File: src/hw/rtl/ctlt_pkg.sv
// ----------------------------------------------------------------------------
// ctlt_pkg: shared types and tables for the Cyrillic-to-Latin transliterator
// Holds the queue entry format and the letter table for the 33 Cyrillic slots.
// ----------------------------------------------------------------------------
package ctlt_pkg;

  localparam logic [7:0] CHAR_UNDERSCORE = 8'h5F;
  localparam logic [7:0] CASE_OFFSET     = 8'h20;
  localparam logic [7:0] CP_YO_LOWER     = 8'hB8;
  localparam logic [7:0] CP_YO_UPPER     = 8'hA8;
  localparam logic [4:0] SLOT_YO         = 5'd6;

  // One queued job for the back end: one or two characters to emit.
  typedef struct packed {
    logic       two;
    logic [7:0] c0;
    logic [7:0] c1;
  } entry_t;

  // Table lookup result: number of letters (0..2) and the letters.
  typedef struct packed {
    logic [1:0] len;
    logic [7:0] c0;
    logic [7:0] c1;
  } pair_t;

  function automatic pair_t mk1(input logic [7:0] c);
    pair_t p;
    p.len = 2'd1;
    p.c0  = c;
    p.c1  = 8'h00;
    return p;
  endfunction

  function automatic pair_t mk2(input logic [7:0] a, input logic [7:0] b);
    pair_t p;
    p.len = 2'd2;
    p.c0  = a;
    p.c1  = b;
    return p;
  endfunction

  // Latin letters for each slot in alphabet order, yo at slot 6.
  function automatic pair_t tl_pair(input logic [5:0] slot);
    pair_t p;
    p = '0;
    case (slot)
      6'd0:  p = mk1("a");
      6'd1:  p = mk1("b");
      6'd2:  p = mk1("v");
      6'd3:  p = mk1("g");
      6'd4:  p = mk1("d");
      6'd5:  p = mk1("e");
      6'd6:  p = mk1("e");
      6'd7:  p = mk2("z", "h");
      6'd8:  p = mk1("z");
      6'd9:  p = mk1("i");
      6'd10: p = mk1("j");
      6'd11: p = mk1("k");
      6'd12: p = mk1("l");
      6'd13: p = mk1("m");
      6'd14: p = mk1("n");
      6'd15: p = mk1("o");
      6'd16: p = mk1("p");
      6'd17: p = mk1("r");
      6'd18: p = mk1("s");
      6'd19: p = mk1("t");
      6'd20: p = mk1("u");
      6'd21: p = mk1("f");
      6'd22: p = mk1("h");
      6'd23: p = mk2("t", "c");
      6'd24: p = mk2("c", "h");
      6'd25: p = mk2("s", "h");
      6'd26: p = mk2("s", "h");
      6'd28: p = mk1("y");
      6'd30: p = mk1("e");
      6'd31: p = mk2("j", "u");
      6'd32: p = mk2("j", "a");
      default: p = '0;  // hard sign, soft sign, unused codes
    endcase
    return p;
  endfunction

endpackage

File: src/hw/rtl/ctlt_front.sv
// ----------------------------------------------------------------------------
// ctlt_front: input classifier
// Sorts each byte into pass-through, Cyrillic letter or separator and queues
// the characters it yields; tracks the underscore-run flag.
// ----------------------------------------------------------------------------
module ctlt_front (
  input  logic              clk,
  input  logic              rst,
  input  logic              push,
  output logic              full,
  input  logic [7:0]        in_char,
  input  logic              start_of_text,
  output logic              q_push,
  output ctlt_pkg::entry_t  q_entry,
  input  logic              q_full
);

  logic             prev_was_underscore;
  logic             prev_was_underscore_next;
  logic             accept;
  logic             prev_eff;
  logic             is_alnum;
  logic             is_cyr;
  logic             upper;
  logic [5:0]       slot;
  ctlt_pkg::pair_t  pair;
  logic [1:0]       len;
  logic [7:0]       first;

  assign full   = q_full;
  assign accept = push && !q_full;

  always_comb begin
    prev_eff = start_of_text ? 1'b0 : prev_was_underscore;
    is_alnum = (in_char >= "a" && in_char <= "z") || (in_char >= "A" && in_char <= "Z") ||
               (in_char >= "0" && in_char <= "9");
    is_cyr   = (in_char == ctlt_pkg::CP_YO_LOWER) || (in_char == ctlt_pkg::CP_YO_UPPER) ||
               (in_char >= 8'hC0);
    upper    = (in_char == ctlt_pkg::CP_YO_UPPER) || (in_char[7:5] == 3'b110);
    if (in_char == ctlt_pkg::CP_YO_LOWER || in_char == ctlt_pkg::CP_YO_UPPER) begin
      slot = {1'b0, ctlt_pkg::SLOT_YO};
    end else if (in_char[4:0] < ctlt_pkg::SLOT_YO) begin
      slot = {1'b0, in_char[4:0]};
    end else begin
      slot = {1'b0, in_char[4:0]} + 6'd1;
    end
    pair  = ctlt_pkg::tl_pair(slot);
    first = upper ? (pair.c0 - ctlt_pkg::CASE_OFFSET) : pair.c0;

    prev_was_underscore_next = 1'b0;
    q_entry = '0;
    len     = 2'd0;
    if (is_alnum) begin
      len        = 2'd1;
      q_entry.c0 = in_char;
    end else if (is_cyr) begin
      len        = pair.len;
      q_entry.c0 = first;
      q_entry.c1 = pair.c1;
    end else begin
      len        = prev_eff ? 2'd0 : 2'd1;
      q_entry.c0 = ctlt_pkg::CHAR_UNDERSCORE;
      prev_was_underscore_next = 1'b1;
    end
    q_entry.two = (len == 2'd2);
    q_push      = accept && (len != 2'd0);
  end

  always_ff @(posedge clk) begin
    if (rst) begin
      prev_was_underscore <= 1'b0;
    end else if (accept) begin
      prev_was_underscore <= prev_was_underscore_next;
    end
  end

endmodule

File: src/hw/rtl/ctlt_queue.sv
// ----------------------------------------------------------------------------
// ctlt_queue: two-entry job queue
// Decouples the classifier from the character emitter.
// ----------------------------------------------------------------------------
module ctlt_queue (
  input  logic              clk,
  input  logic              rst,
  input  logic              wr,
  input  ctlt_pkg::entry_t  wr_entry,
  output logic              q_full,
  input  logic              rd,
  output logic              q_valid,
  output ctlt_pkg::entry_t  rd_entry
);

  ctlt_pkg::entry_t mem [2];
  logic             wr_ptr;
  logic             rd_ptr;
  logic [1:0]       count;

  assign q_full   = (count == 2'd2);
  assign q_valid  = (count != 2'd0);
  assign rd_entry = mem[rd_ptr];

  always_ff @(posedge clk) begin
    if (wr) begin
      mem[wr_ptr] <= wr_entry;
    end
  end

  always_ff @(posedge clk) begin
    if (rst) begin
      wr_ptr <= 1'b0;
      rd_ptr <= 1'b0;
      count  <= 2'd0;
    end else begin
      if (wr) begin
        wr_ptr <= ~wr_ptr;
      end
      if (rd) begin
        rd_ptr <= ~rd_ptr;
      end
      case ({wr, rd})
        2'b10:   count <= count + 2'd1;
        2'b01:   count <= count - 2'd1;
        default: count <= count;
      endcase
    end
  end

endmodule

File: src/hw/rtl/ctlt_back.sv
// ----------------------------------------------------------------------------
// ctlt_back: character emitter
// Steps through each queued job one character per cycle, while the output register
// is empty or being popped, and marks the last character of each job.
// ----------------------------------------------------------------------------
module ctlt_back (
  input  logic              clk,
  input  logic              rst,
  input  logic              q_valid,
  input  ctlt_pkg::entry_t  rd_entry,
  output logic              rd,
  output logic              empty,
  input  logic              pop,
  output logic [7:0]        out_char,
  output logic              last_of_run
);

  logic       out_valid;
  logic       phase;
  logic       load;
  logic       split;

  assign empty = !out_valid;
  assign load  = q_valid && (!out_valid || pop);
  assign split = rd_entry.two && !phase;
  assign rd    = load && !split;

  always_ff @(posedge clk) begin
    if (load) begin
      out_char    <= phase ? rd_entry.c1 : rd_entry.c0;
      last_of_run <= !split;
    end
  end

  always_ff @(posedge clk) begin
    if (rst) begin
      out_valid <= 1'b0;
      phase     <= 1'b0;
    end else begin
      if (load) begin
        out_valid <= 1'b1;
        phase     <= split;
      end else if (pop) begin
        out_valid <= 1'b0;
      end
    end
  end

endmodule

File: src/hw/rtl/cyrillic_to_latin_transliterator.sv
// ----------------------------------------------------------------------------
// cyrillic_to_latin_transliterator: cp1251 text to Latin letters
// The first character of an item passes through the job queue and then the
// output register before it is on the result ports.
// Throughput: one result per cycle from the output register while the consumer
// pops each result; an item that yields two letters gives two results, one that yields nothing none, all others one.
// Reset (rst, synchronous): empties the job queue and output register and
// clears the underscore-run flag.
// ----------------------------------------------------------------------------
module cyrillic_to_latin_transliterator (
  input  logic       clk,
  input  logic       rst,
  input  logic       push,
  output logic       full,
  input  logic [7:0] in_char,
  input  logic       start_of_text,
  output logic       empty,
  input  logic       pop,
  output logic [7:0] out_char,
  output logic       last_of_run
);

  // Classifier to queue: a job with one or two characters. Items that yield
  // nothing (hard/soft sign, repeated separator) update the flag and drop.
  logic             q_push;
  ctlt_pkg::entry_t q_entry;
  logic             q_full;

  // Queue to emitter.
  logic             q_valid;
  logic             q_rd;
  ctlt_pkg::entry_t rd_entry;

  ctlt_front u_front (
    .clk           (clk),
    .rst           (rst),
    .push          (push),
    .full          (full),
    .in_char       (in_char),
    .start_of_text (start_of_text),
    .q_push        (q_push),
    .q_entry       (q_entry),
    .q_full        (q_full)
  );

  // Two jobs of slack let the front keep accepting while the emitter holds
  // a result the consumer has not taken yet.
  ctlt_queue u_queue (
    .clk      (clk),
    .rst      (rst),
    .wr       (q_push),
    .wr_entry (q_entry),
    .q_full   (q_full),
    .rd       (q_rd),
    .q_valid  (q_valid),
    .rd_entry (rd_entry)
  );

  // Emitter: advance one character per transfer; release the job when its
  // last character is loaded into the output register.
  ctlt_back u_back (
    .clk         (clk),
    .rst         (rst),
    .q_valid     (q_valid),
    .rd_entry    (rd_entry),
    .rd          (q_rd),
    .empty       (empty),
    .pop         (pop),
    .out_char    (out_char),
    .last_of_run (last_of_run)
  );

endmodule
File: config.mk
export PLATFORM = sky130hd
export DESIGN_NAME = cyrillic_to_latin_transliterator
export DESIGN_NICKNAME = d
export VERILOG_FILES = /design/src/hw/rtl/ctlt_pkg.sv /design/src/hw/rtl/ctlt_front.sv /design/src/hw/rtl/ctlt_queue.sv /design/src/hw/rtl/ctlt_back.sv /design/src/hw/rtl/cyrillic_to_latin_transliterator.sv
export SDC_FILE = /design/constraint.sdc
export NUM_CORES = 1
export LEC_CHECK = 0
export BUFFER_PORTS_ARGS = -buffer_cell sky130_fd_sc_hd__clkbuf_2
export CORE_MARGIN = 4
export CORE_UTILIZATION = 48
export DETAILED_ROUTE_END_ITERATION = 7
export PLACE_DENSITY = 0.66
export SYNTH_ARGS = -nofsm -noshare
export SYNTH_HDL_FRONTEND = slang
export SYNTH_SLANG_ARGS = --single-unit
File: constraint.sdc
create_clock -name clk -period 4.86 [get_ports clk]
set_input_delay 0.729 -clock clk [delete_from_list [all_inputs] [get_ports clk]]
set_output_delay 0.729 -clock clk [all_outputs]
set_load 0.01 [all_outputs]
After elaboration in Yosys (flattened, before gate mapping)
Memory sizes are Yosys's and may differ from the RTL's. A register that Yosys moved wholly into a read port is not among the register bits.
Index checks and enable logic that the tools add are counted.
{"block": "word_totals", "out_inout_bits": 11, "ramBits": 34, "memories": 2, "mem_bits_ro": 1024, "elab_cells": 74, "ff_bits": 16, "in_bits": 13}
{"block": "op_classes", "n_reduce_logical": 22, "n_eq_ne": 7, "n_bitwise": 2, "mux": 21, "addsub": 4, "magnitude_cmp": 8}
{"name": "(name not given)", "words": 64, "width": 16, "rd": 1, "rd_clocked_by_memory_dff": 0, "wr": 0, "line_no": "ctlt_pkg.sv:47", "text": "case (slot)"}
{"name": "u_queue.mem", "words": 2, "width": 17, "rd": 1, "rd_clocked_by_memory_dff": 1, "wr": 1, "line_no": "ctlt_queue.sv:16", "text": "ctlt_pkg::entry_t mem [2];"}
{"operator": "8-bit two-way mux", "n": 6}
{"operator": "8-bit == test, second input constant", "n": 2}
{"operator": "8-bit by 7-bit greater-or-equal comparator with 1-bit output, second input constant", "n": 2}
{"operator": "8-bit by 7-bit <= comparator with 1-bit output, second input constant", "n": 2}
{"operator": "6-bit two-way mux", "n": 2}
{"operator": "1-bit two-way mux", "n": 10}
{"operator": "8-bit by 6-bit greater-or-equal comparator with 1-bit output, second input constant", "n": 1}
{"operator": "8-bit greater-or-equal comparator, second input constant", "n": 1}
{"operator": "8-bit by 6-bit <= comparator with 1-bit output, second input constant", "n": 1}
{"operator": "1-bit logical AND", "n": 8}
{"operator": "2-bit nonzero test", "n": 4}
{"operator": "8-bit by 6-bit subtractor with 8-bit output, second input constant", "n": 1}
{"operator": "5-bit by 1-bit adder with 6-bit output, second input constant", "n": 1}
{"operator": "2-bit == test, second input constant", "n": 3}
{"operator": "1-bit logical OR", "n": 6}
{"operator": "5-bit by 3-bit less-than comparator with 1-bit output, second input constant", "n": 1}
{"operator": "1-bit logical NOT", "n": 4}
{"operator": "2-bit two-way mux", "n": 2}
{"operator": "2-bit one-hot mux with 2 select lines", "n": 1}
{"operator": "3-bit == test, second input constant", "n": 1}
{"operator": "2-bit by 1-bit adder with 2-bit output, second input constant", "n": 1}
{"operator": "2-bit by 1-bit == test with 1-bit output, second input constant", "n": 1}
{"operator": "1-bit inverter", "n": 2}
{"operator": "2-bit by 1-bit subtractor with 2-bit output, second input constant", "n": 1}

Logic depth before layout (Yosys ltp)
Gate-level depths: netlist of the first run.
An unclocked memory read counts as a cell.
{"block": "depth", "depth_word": 10, "mapped_depth": 20, "depth_no_buf": 17}

Hierarchy
Synthesis of the first run repeated with hierarchy kept, for this count alone.
{"block": "hier_totals", "hier_cells": 297, "area_unflattened_um2": 3325.7}
{"module": "ctlt_queue", "cells_each": 75, "seq_area_each_um2": 1121.1, "n_inst": 1, "area_per_inst_um2": 1430.1}
{"module": "ctlt_front", "cells_each": 190, "seq_area_each_um2": 20.0, "n_inst": 1, "area_per_inst_um2": 1416.4}
{"module": "ctlt_back", "cells_each": 32, "seq_area_each_um2": 310.3, "n_inst": 1, "area_per_inst_um2": 479.2}

Worst setup path before layout of the first run
OpenSTA, ideal clock, no wires.
{"block": "synth_path", "path_type": "input to register", "startpoint": "in in_char[1]", "endpoint": "reg u_queue.count[1]", "arrival_ps": 3985, "n_path_buf": 3, "setup_time_ps": 70, "cell_stages": 18, "path_slack_ps": 805, "cell_sequence": "inv_1 > ha_1 > nand3b_1 > or3_1 > buf_2 > clkbuf_1 > nand2_1 > ha_1 > clkbuf_1 > inv_1 > nor4_1 > a31oi_1 > nand3_1 > nor3b_4 > o21bai_1 > ha_1 > or3_1 > a21oi_1"}
{"block": "synth_via", "elab_chain_len": 10}
{"item": "from (decl)", "line_no": "cyrillic_to_latin_transliterator.sv:15", "text": "input logic [7:0] in_char,"}
{"item": "5-bit by 1-bit adder with 6-bit output (tied with other cells)", "line_no": "ctlt_front.sv:45", "text": "slot = {1'b0, in_char[4:0]} + 6'd1;"}
{"item": "6-bit two-way mux / 1-bit logical OR (equally long branches)", "line_no": "ctlt_front.sv:42, ctlt_front.sv:37, ctlt_front.sv:40"}
{"item": "6-bit two-way mux", "line_no": "ctlt_front.sv:40", "text": "if (in_char == ctlt_pkg::CP_YO_LOWER || in_char == ctlt_pkg::CP_YO_UPPER) begin"}
{"item": "memory 64 x 16 bit"}
{"item": "2-bit two-way mux", "line_no": "ctlt_front.sv:56", "text": "end else if (is_cyr) begin"}
{"item": "2-bit two-way mux (*)", "line_no": "ctlt_front.sv:53", "text": "if (is_alnum) begin"}
{"item": "2-bit nonzero test (*)", "line_no": "ctlt_front.sv:66", "text": "q_push = accept && (len != 2'd0);"}
{"item": "1-bit logical AND (*)", "line_no": "ctlt_front.sv:66"}
{"item": "2-bit by 1-bit == test with 1-bit output / 2-bit == test (equally long branches)", "line_no": "ctlt_queue.sv:43", "text": "case ({wr, rd})"}
{"item": "2-bit one-hot mux with 2 select lines / 2-bit nonzero test (equally long branches)"}
{"item": "to (signal assigned)", "line_no": "ctlt_queue.sv:44", "text": "2'b10: count <= count + 2'd1;"}
{"item": "to (signal assigned)", "line_no": "ctlt_queue.sv:45", "text": "2'b01: count <= count - 2'd1;"}
{"item": "to (signal assigned)", "line_no": "ctlt_queue.sv:46", "text": "default: count <= count;"}
{"item": "to (decl)", "line_no": "ctlt_queue.sv:19", "text": "logic [1:0] count;"}
Every way passes the cells marked *; elsewhere a longest branch is shown, timed or not.
A chain may end at the register's enable or synchronous reset.

Worst setup path after layout of the first run
Same ends and word-level chain as after synthesis.

==> metrics.json, run 1 <==
{
  "pre_cts_slack": {"value": 0.620, "unit": "ns"},
  "first_pass_grt_wire_length": {"value": 9630, "unit": "microns"},
  "numClockSinks": {"value": 45},
  "gp_congestion": {"value": 0.969},
  "tightestPinTransition": {"value": 0.819, "unit": "ns"},
  "post_cts_resized": {"value": 0},
  "dp.cells": {"value": 337},
  "critical_path_required": {"value": 5.08, "unit": "ns"},
  "period_needed": {"value": 3.96, "unit": "ns"},
  "internal_power": {"value": 0.000837, "unit": "W"},
  "critPathMostFrequentCell": {"value": "sky130_fd_sc_hd__ha_1"},
  "grt_antenna_before_repair": {"value": 0},
  "finalMaxSlewViolations": {"value": 0},
  "synth.distinct_cells": {"value": 62},
  "yosysTopAreaCell": {"value": "sky130_fd_sc_hd__edfxtp_1"},
  "timing.critical_path.from": {"value": "in_char[1]"},
  "syn_area": {"value": 0.00280, "unit": "sq mm"},
  "via_per_inst": {"value": 6.12},
  "timing.final.crit_share": {"value": 0.814},
  "htree_levels": {"value": 2},
  "report.final.setup_viol": {"value": 0},
  "cts_buffers": {"value": 5},
  "synth-main-ff-cell": {"value": "sky130_fd_sc_hd__edfxtp_1"},
  "run_status": {"value": "finished clean"},
  "postSynthNetCount": {"value": 277},
  "postCtsHoldBufs": {"value": 0},
  "final_nets": {"value": 297},
  "floorplan.die_area": {"value": 0.00713, "unit": "sq mm"},
  "crit_path_max_incr_delay": {"value": 0.45, "unit": "ns"},
  "route.detailed.wl_per_inst": {"value": 16.7, "unit": "microns"},
  "worst_setup_path_start_kind": {"value": "primary input"},
  "final.setup_skew": {"value": 0.00760, "unit": "ns"},
  "clock_tree_from_tritoncts": {"value": "yes"},
  "vdd.ir_drop.worst": {"value": 0.000207, "unit": "V"},
  "die_height": {"value": 84.4, "unit": "microns"},
  "yosysTopAreaCellShare": {"value": 0.396},
  "die_w": {"value": 84.4, "unit": "microns"},
  "final_cell_mix": {"value": "sky130_fd_sc_hd__edfxtp_1 (37), sky130_fd_sc_hd__clkbuf_2 (23), sky130_fd_sc_hd__nor2_1 (17), sky130_fd_sc_hd__inv_1 (17), sky130_fd_sc_hd__nand2_1 (14)"},
  "cp.arrival": {"value": 4.18, "unit": "ns"},
  "n_antenna_cell": {"value": 0},
  "overflow": {"value": 0},
  "io_buffer_count": {"value": 23},
  "achievable-frequency": {"value": 253, "unit": "MHz"},
  "num_vias": {"value": 2110},
  "ctsLongestPathBuffers": {"value": 2},
  "ys_ff_latch": {"value": 45},
  "yosys_warnings": {"value": 0},
  "layout.cells.most_common": {"value": "sky130_fd_sc_hd__edfxtp_1"},
  "layout.cells.non_filler": {"value": 345},
  "final.setup.tns": {"value": 0, "unit": "ns"},
  "switching_share": {"value": 0.320},
  "clk_latency": {"value": 0.29, "unit": "ns"},
  "initial_utilization": {"value": 0.503},
  "rsz_0062_raised_after_global_routing": {"value": "no"},
  "critical_path.n_buffers_inverters": {"value": 3},
  "path_delay_family": {"value": "simple AND/OR/NAND/NOR gates"},
  "syn_inst": {"value": 252},
  "critical_path.max_fanout": {"value": 8},
  "hold_viol_final": {"value": 0},
  "antenna_left": {"value": 0},
  "synth.area.top_cells": {"value": "sky130_fd_sc_hd__edfxtp_1 (40%), sky130_fd_sc_hd__dfxtp_1 (5.7%), sky130_fd_sc_hd__mux4_2 (5.6%)"},
  "finalWorstSetupSlack": {"value": 0.903, "unit": "ns"},
  "max-cap-violations": {"value": 0},
  "yosysSeqAreaShare": {"value": 0.453},
  "placeableCoreArea": {"value": 0.00557, "unit": "sq mm"},
  "cts.root.buffer_cell": {"value": "sky130_fd_sc_hd__clkbuf_8"},
  "synthesis.area_per_instance": {"value": 11.1, "unit": "sq um"},
  "worst_setup_path_end_kind": {"value": "flip-flop"},
  "crit_path_cell_trace": {"value": "clkbuf_2, inv_1, ha_1, nand3b_1, or3_1, nand2_1, ha_1, inv_1, nor4_1, a31oi_1, nand3_1, nor3b_4, o21bai_1, ha_1, or3_1, a21oi_1"},
  "pwr-share-comb": {"value": 0.325},
  "synth_edf_count": {"value": 37},
  "regArea": {"value": 0.00127, "unit": "sq mm"},
  "initialDrtViolationCount": {"value": 149},
  "multi_input_comb_area": {"value": 0.00139, "unit": "sq mm"},
  "crit_path_top_delay_cell": {"value": "sky130_fd_sc_hd__or3_1"},
  "grt_start_max_net_pins": {"value": 17},
  "place_hpwl": {"value": 4370, "unit": "microns"},
  "postCtsSetupBuffers": {"value": 0},
  "worstHoldStart": {"value": "u_back.out_valid"},
  "std_cell_rows": {"value": 27},
  "layout_cell_share_with_drive_strength_beyond_1": {"value": 0.198},
  "finalPower": {"value": 0.00123, "unit": "W"},
  "area.growth.synth_to_final": {"value": 9.24, "unit": "%"},
  "timing.slew.headroom": {"value": 0.450},
  "floorplan.io_pins": {"value": 24},
  "power.static_leakage": {"value": 1.10, "unit": "nW"},
  "p_clk_frac": {"value": 0.187},
  "final_hold_slack": {"value": 0.513, "unit": "ns"},
  "power_density": {"value": 402, "unit": "mW/mm^2"},
  "power_frac_seq": {"value": 0.488},
  "drt-pass1-iter-count": {"value": 4},
  "worst-r2r-setup-slack": {"value": 2.76, "unit": "ns"},
  "timing.hold.worst.class": {"value": "flip-flop to flip-flop"},
  "path_clk_slew": {"value": 0.08, "unit": "ns"},
  "power.switching": {"value": 0.000393, "unit": "W"},
  "global_routing_usage_summed_across_all_routing_layers": {"value": 0.166},
  "asyncSetResetFlopFracSynth": {"value": 0},
  "drt_wl_total": {"value": 5770, "unit": "microns"},
  "fillerInstances": {"value": 490},
  "worstSetupPathType": {"value": "primary input to flip-flop"},
  "drc": {"value": 0},
  "grt_pass1_vias": {"value": 1923}
}
## worst reg2reg max path: stages (launching register included)
cell,delay (ns)
sky130_fd_sc_hd__dfxtp_1,0.68
sky130_fd_sc_hd__mux2i_1,0.24
sky130_fd_sc_hd__nor2_1,0.09
sky130_fd_sc_hd__nor2b_1,0.24
sky130_fd_sc_hd__ha_1,0.30
sky130_fd_sc_hd__or3_1,0.35
sky130_fd_sc_hd__a21oi_1,0.13
## layout make-up
type	instances	area share
Tap cell	72	0.0294
Multi-Input combinational cell	175	0.454
Timing Repair Buffer	28	0.0498
Clock buffer	7	0.0282
Sequential cell	45	0.415
Clock inverter	1	0.00245
Inverter	17	0.0208
## stage by stage
| stage | util | cell area [sq um] |
|---|---|---|
| global route | 0.549 | 3060 |
| global placement | 0.533 | 2970 |
| floorplan | - | 2800 |
| CTS | 0.549 | 3060 |
| detailed placement | 0.533 | 2970 |
| finish | 0.549 | 3060 |
## path summary, 6_finish.rpt
kind,endpoint,depth (start not counted)
hold reg to reg,u_back.out_valid,2
setup reg to reg,u_queue.count[1],6
hold / removal,u_back.out_valid,2
setup / recovery,u_queue.count[1],16
## registers in the layout (all words and copies together), names as in the netlist, named ones only
name and count:
u_queue.mem 28, u_back.out_char 8, u_queue.count 2, u_back.last_of_run 1, u_back.out_valid 1, u_back.phase 1
u_front.prev_was_underscore 1, u_queue.rd_ptr 1, u_queue.wr_ptr 1
## synth_stat cells (all sizes together), types with 4 or more instances
master and n:
nor3 9, nand3 6, inv 17, o211ai 6
mux2i 6, nand2b 4, xnor2 6, dfxtp 8
nor2 18, nand4 6, ha 12, buf 9
edfxtp 37, mux4 7, o21ai 10, a21oi 12
nand2 15, clkbuf 6
## routing by layer
metal  track usage  routed length [microns]  vias up
met3        0.0265                      384       14
met2         0.268                     2840      104
met1         0.226                     2490      988
met5             0                        0        -
met4        0.0619                       62        0
li1              -                        -     1004
## power groups by stage
stage	sequential [W]	combinational, W	clock (W)
detailed placement	0.000612	0.000398	0
global placement	0.000609	0.000391	0
finish	0.000600	0.000399	0.000230
floorplan	0.000596	0.000298	0
global route	0.000615	0.000440	0.000256
CTS	0.000603	0.000401	0.000238
## logic make-up after synthesis
logic type	share of synthesized area
simple gates	0.151
compound gates	0.187
flops	0.453
buf+inv	0.0504
mux	0.0776
fa+ha+maj	0.0535
xor+xnor	0.0277
Power figures use the tool's default switching activity.
==> inputs of run 2 (changes only) <==
- clock period: 4.86 -> 3.8 ns (I/O delays scaled with it)
==> run 2 against run 1 <==
Highest routed layer unchanged. Sequential cell count is the same. Critical path type unchanged. Critical path depth is the same. Die area is the same. Hold slack is essentially flat. Cell count grew 4.6%. Worst setup slack lost 0.51 ns. Clock power grew 30%. Utilization grew 2.2 points. Critical endpoint unchanged.
==> metrics.json, run 2 (synthesized netlist as in run 1, its figures left out) <==
{
  "timing.slew.headroom": {"value": 0.402},
  "power_frac_seq": {"value": 0.482},
  "p_clk_frac": {"value": 0.186},
  "initialDrtViolationCount": {"value": 143},
  "reg_with_most_ffs": {"value": "u_queue.mem"},
  "via_per_inst": {"value": 6.09},
  "first_pass_grt_wire_length": {"value": 11200, "unit": "microns"},
  "fillerInstances": {"value": 488},
  "cts_buffers": {"value": 5},
  "period_needed": {"value": 3.40, "unit": "ns"},
  "power.static_leakage": {"value": 1.18, "unit": "nW"},
  "area.growth.synth_to_final": {"value": 13.6, "unit": "%"},
  "final_cell_mix": {"value": "sky130_fd_sc_hd__edfxtp_1 (37), sky130_fd_sc_hd__clkbuf_2 (23), sky130_fd_sc_hd__buf_4 (21), sky130_fd_sc_hd__nor2_1 (17), sky130_fd_sc_hd__inv_1 (17)"},
  "grt_pass1_vias": {"value": 2167},
  "tightestPinTransition": {"value": 0.890, "unit": "ns"},
  "cp.arrival": {"value": 3.64, "unit": "ns"},
  "crit_path_cell_trace": {"value": "clkbuf_2, inv_1, ha_1, nand3b_1, or3_1, nand2_1, inv_1, ha_1, buf_4, a31oi_1, nand3_1, nor3b_4, o21bai_1, ha_1, or3_1, a21oi_1"},
  "route.detailed.wl_per_inst": {"value": 18.1, "unit": "microns"},
  "finalWorstSetupSlack": {"value": 0.396, "unit": "ns"},
  "critPathMostFrequentCell": {"value": "sky130_fd_sc_hd__ha_1"},
  "n_antenna_cell": {"value": 0},
  "clk_latency": {"value": 0.30, "unit": "ns"},
  "timing.hold.worst.class": {"value": "flip-flop to flip-flop"},
  "final.setup.tns": {"value": 0, "unit": "ns"},
  "ctsLongestPathBuffers": {"value": 2},
  "crit_path_max_incr_delay": {"value": 0.42, "unit": "ns"},
  "pre_cts_slack": {"value": 0.0922, "unit": "ns"},
  "drc": {"value": 0},
  "die_w": {"value": 84.4, "unit": "microns"},
  "std_cell_rows": {"value": 27},
  "grt_antenna_before_repair": {"value": 0},
  "finalMaxSlewViolations": {"value": 0},
  "achievable-frequency": {"value": 294, "unit": "MHz"},
  "num_vias": {"value": 2197},
  "clock_tree_from_tritoncts": {"value": "yes"},
  "switching_share": {"value": 0.335},
  "overflow": {"value": 0},
  "postCtsHoldBufs": {"value": 0},
  "layout_cell_share_with_drive_strength_beyond_1": {"value": 0.249},
  "finalInstanceArea": {"value": 0.00319, "unit": "sq mm"},
  "grt_start_max_net_pins": {"value": 17},
  "report.final.setup_viol": {"value": 0},
  "global_routing_usage_summed_across_all_routing_layers": {"value": 0.199},
  "top_regs": {"value": "u_queue.mem: 28 flops, u_back.out_char: 8 flops, u_queue.count: 2 flops"},
  "final.setup_skew": {"value": 0.00844, "unit": "ns"},
  "critical_path.max_fanout": {"value": 7},
  "final_nets": {"value": 313},
  "cts.root.buffer_cell": {"value": "sky130_fd_sc_hd__clkbuf_8"},
  "floorplan.io_pins": {"value": 24},
  "post_cts_resized": {"value": 0},
  "path_clk_slew": {"value": 0.09, "unit": "ns"},
  "htree_levels": {"value": 2},
  "die_height": {"value": 84.4, "unit": "microns"},
  "hold_viol_final": {"value": 0},
  "layout.cells.most_common": {"value": "sky130_fd_sc_hd__edfxtp_1"},
  "numClockSinks": {"value": 45},
  "internal_power": {"value": 0.00107, "unit": "W"},
  "gp_congestion": {"value": 0.984},
  "initial_utilization": {"value": 0.503},
  "place_hpwl": {"value": 5100, "unit": "microns"},
  "rsz_0062_raised_after_global_routing": {"value": "no"},
  "regArea": {"value": 0.00127, "unit": "sq mm"},
  "power_density": {"value": 504, "unit": "mW/mm^2"},
  "placeableCoreArea": {"value": 0.00557, "unit": "sq mm"},
  "worst_setup_path_end_kind": {"value": "flip-flop"},
  "drt_wl_total": {"value": 6530, "unit": "microns"},
  "placement.cell_area": {"value": 0.00309, "unit": "sq mm"},
  "timing.final.crit_share": {"value": 0.896},
  "io_buffer_count": {"value": 23},
  "postCtsSetupBuffers": {"value": 0},
  "max-cap-violations": {"value": 0},
  "crit_path_top_delay_cell": {"value": "sky130_fd_sc_hd__or3_1"},
  "power.switching": {"value": 0.000537, "unit": "W"},
  "pwr-share-comb": {"value": 0.333},
  "critical_path_required": {"value": 4.03, "unit": "ns"},
  "run_status": {"value": "finished clean"},
  "multi_input_comb_area": {"value": 0.00139, "unit": "sq mm"},
  "antenna_left": {"value": 0},
  "worstSetupPathType": {"value": "primary input to flip-flop"},
  "largest_register_ff_count": {"value": 28},
  "vdd.ir_drop.worst": {"value": 0.000305, "unit": "V"},
  "floorplan.die_area": {"value": 0.00713, "unit": "sq mm"},
  "worst_setup_path_start_kind": {"value": "primary input"},
  "drt-pass1-iter-count": {"value": 5}
}
==> run 2: worst max-delay path, delay by kind of cell <==
family | cells | cell delay, ns
and+or+nand+nor | 6 | 1.36
AOI/OAI and AO/OA | 3 | 0.56
adders and majority gates | 3 | 0.72
buffers and inverters | 4 | 0.44
==> run 2: worst paths after layout <==
check / cells past startpoint / to / slack, ns / start
min reg2reg: 2 / u_back.out_valid / 0.51 / u_back.out_valid
max reg2reg: 6 / u_queue.count[1] / 1.67 / flip-flop
min: 2 / u_back.out_valid / 0.51 / u_back.out_valid
max: 16 / u_queue.count[1] / 0.40 / in_char[1]
==> run 2: metrics by stage <==
step           total power (W)  utilization  hold WS (ns)  std cells
2_1_floorplan          0.00115            -         0.470        252
3_3_place_gp           0.00130        0.555         0.483        353
3_5_place_dp           0.00132        0.555         0.500        353
4_1_cts                0.00162        0.571         0.512        361
5_1_grt                0.00172        0.571         0.569        361
6_report               0.00161        0.571         0.514        361
==> run 2: layout make-up <==
type	count	area share
Multi-Input combinational cell	175	0.438
Sequential cell	45	0.399
Timing Repair Buffer	44	0.0856
Tap cell	72	0.0283
Clock buffer	5	0.0216
Inverter	17	0.0200
Clock inverter	3	0.00786
==> run 2: routing by layer <==
metal	track usage	share of wire
met3	0.0343	0.040
met2	0.339	0.51
met4	0.0734	0.025
met1	0.254	0.43
met5	0	0
==> run 2: power groups by stage <==
stage          combinational [W]  sequential (W)  clock [W]
2_1_floorplan           0.000382        0.000763          0
3_3_place_gp            0.000520        0.000779          0
3_5_place_dp            0.000534        0.000789          0
4_1_cts                 0.000537        0.000778   0.000308
5_1_grt                 0.000593        0.000791   0.000334
6_report                0.000534        0.000773   0.000298
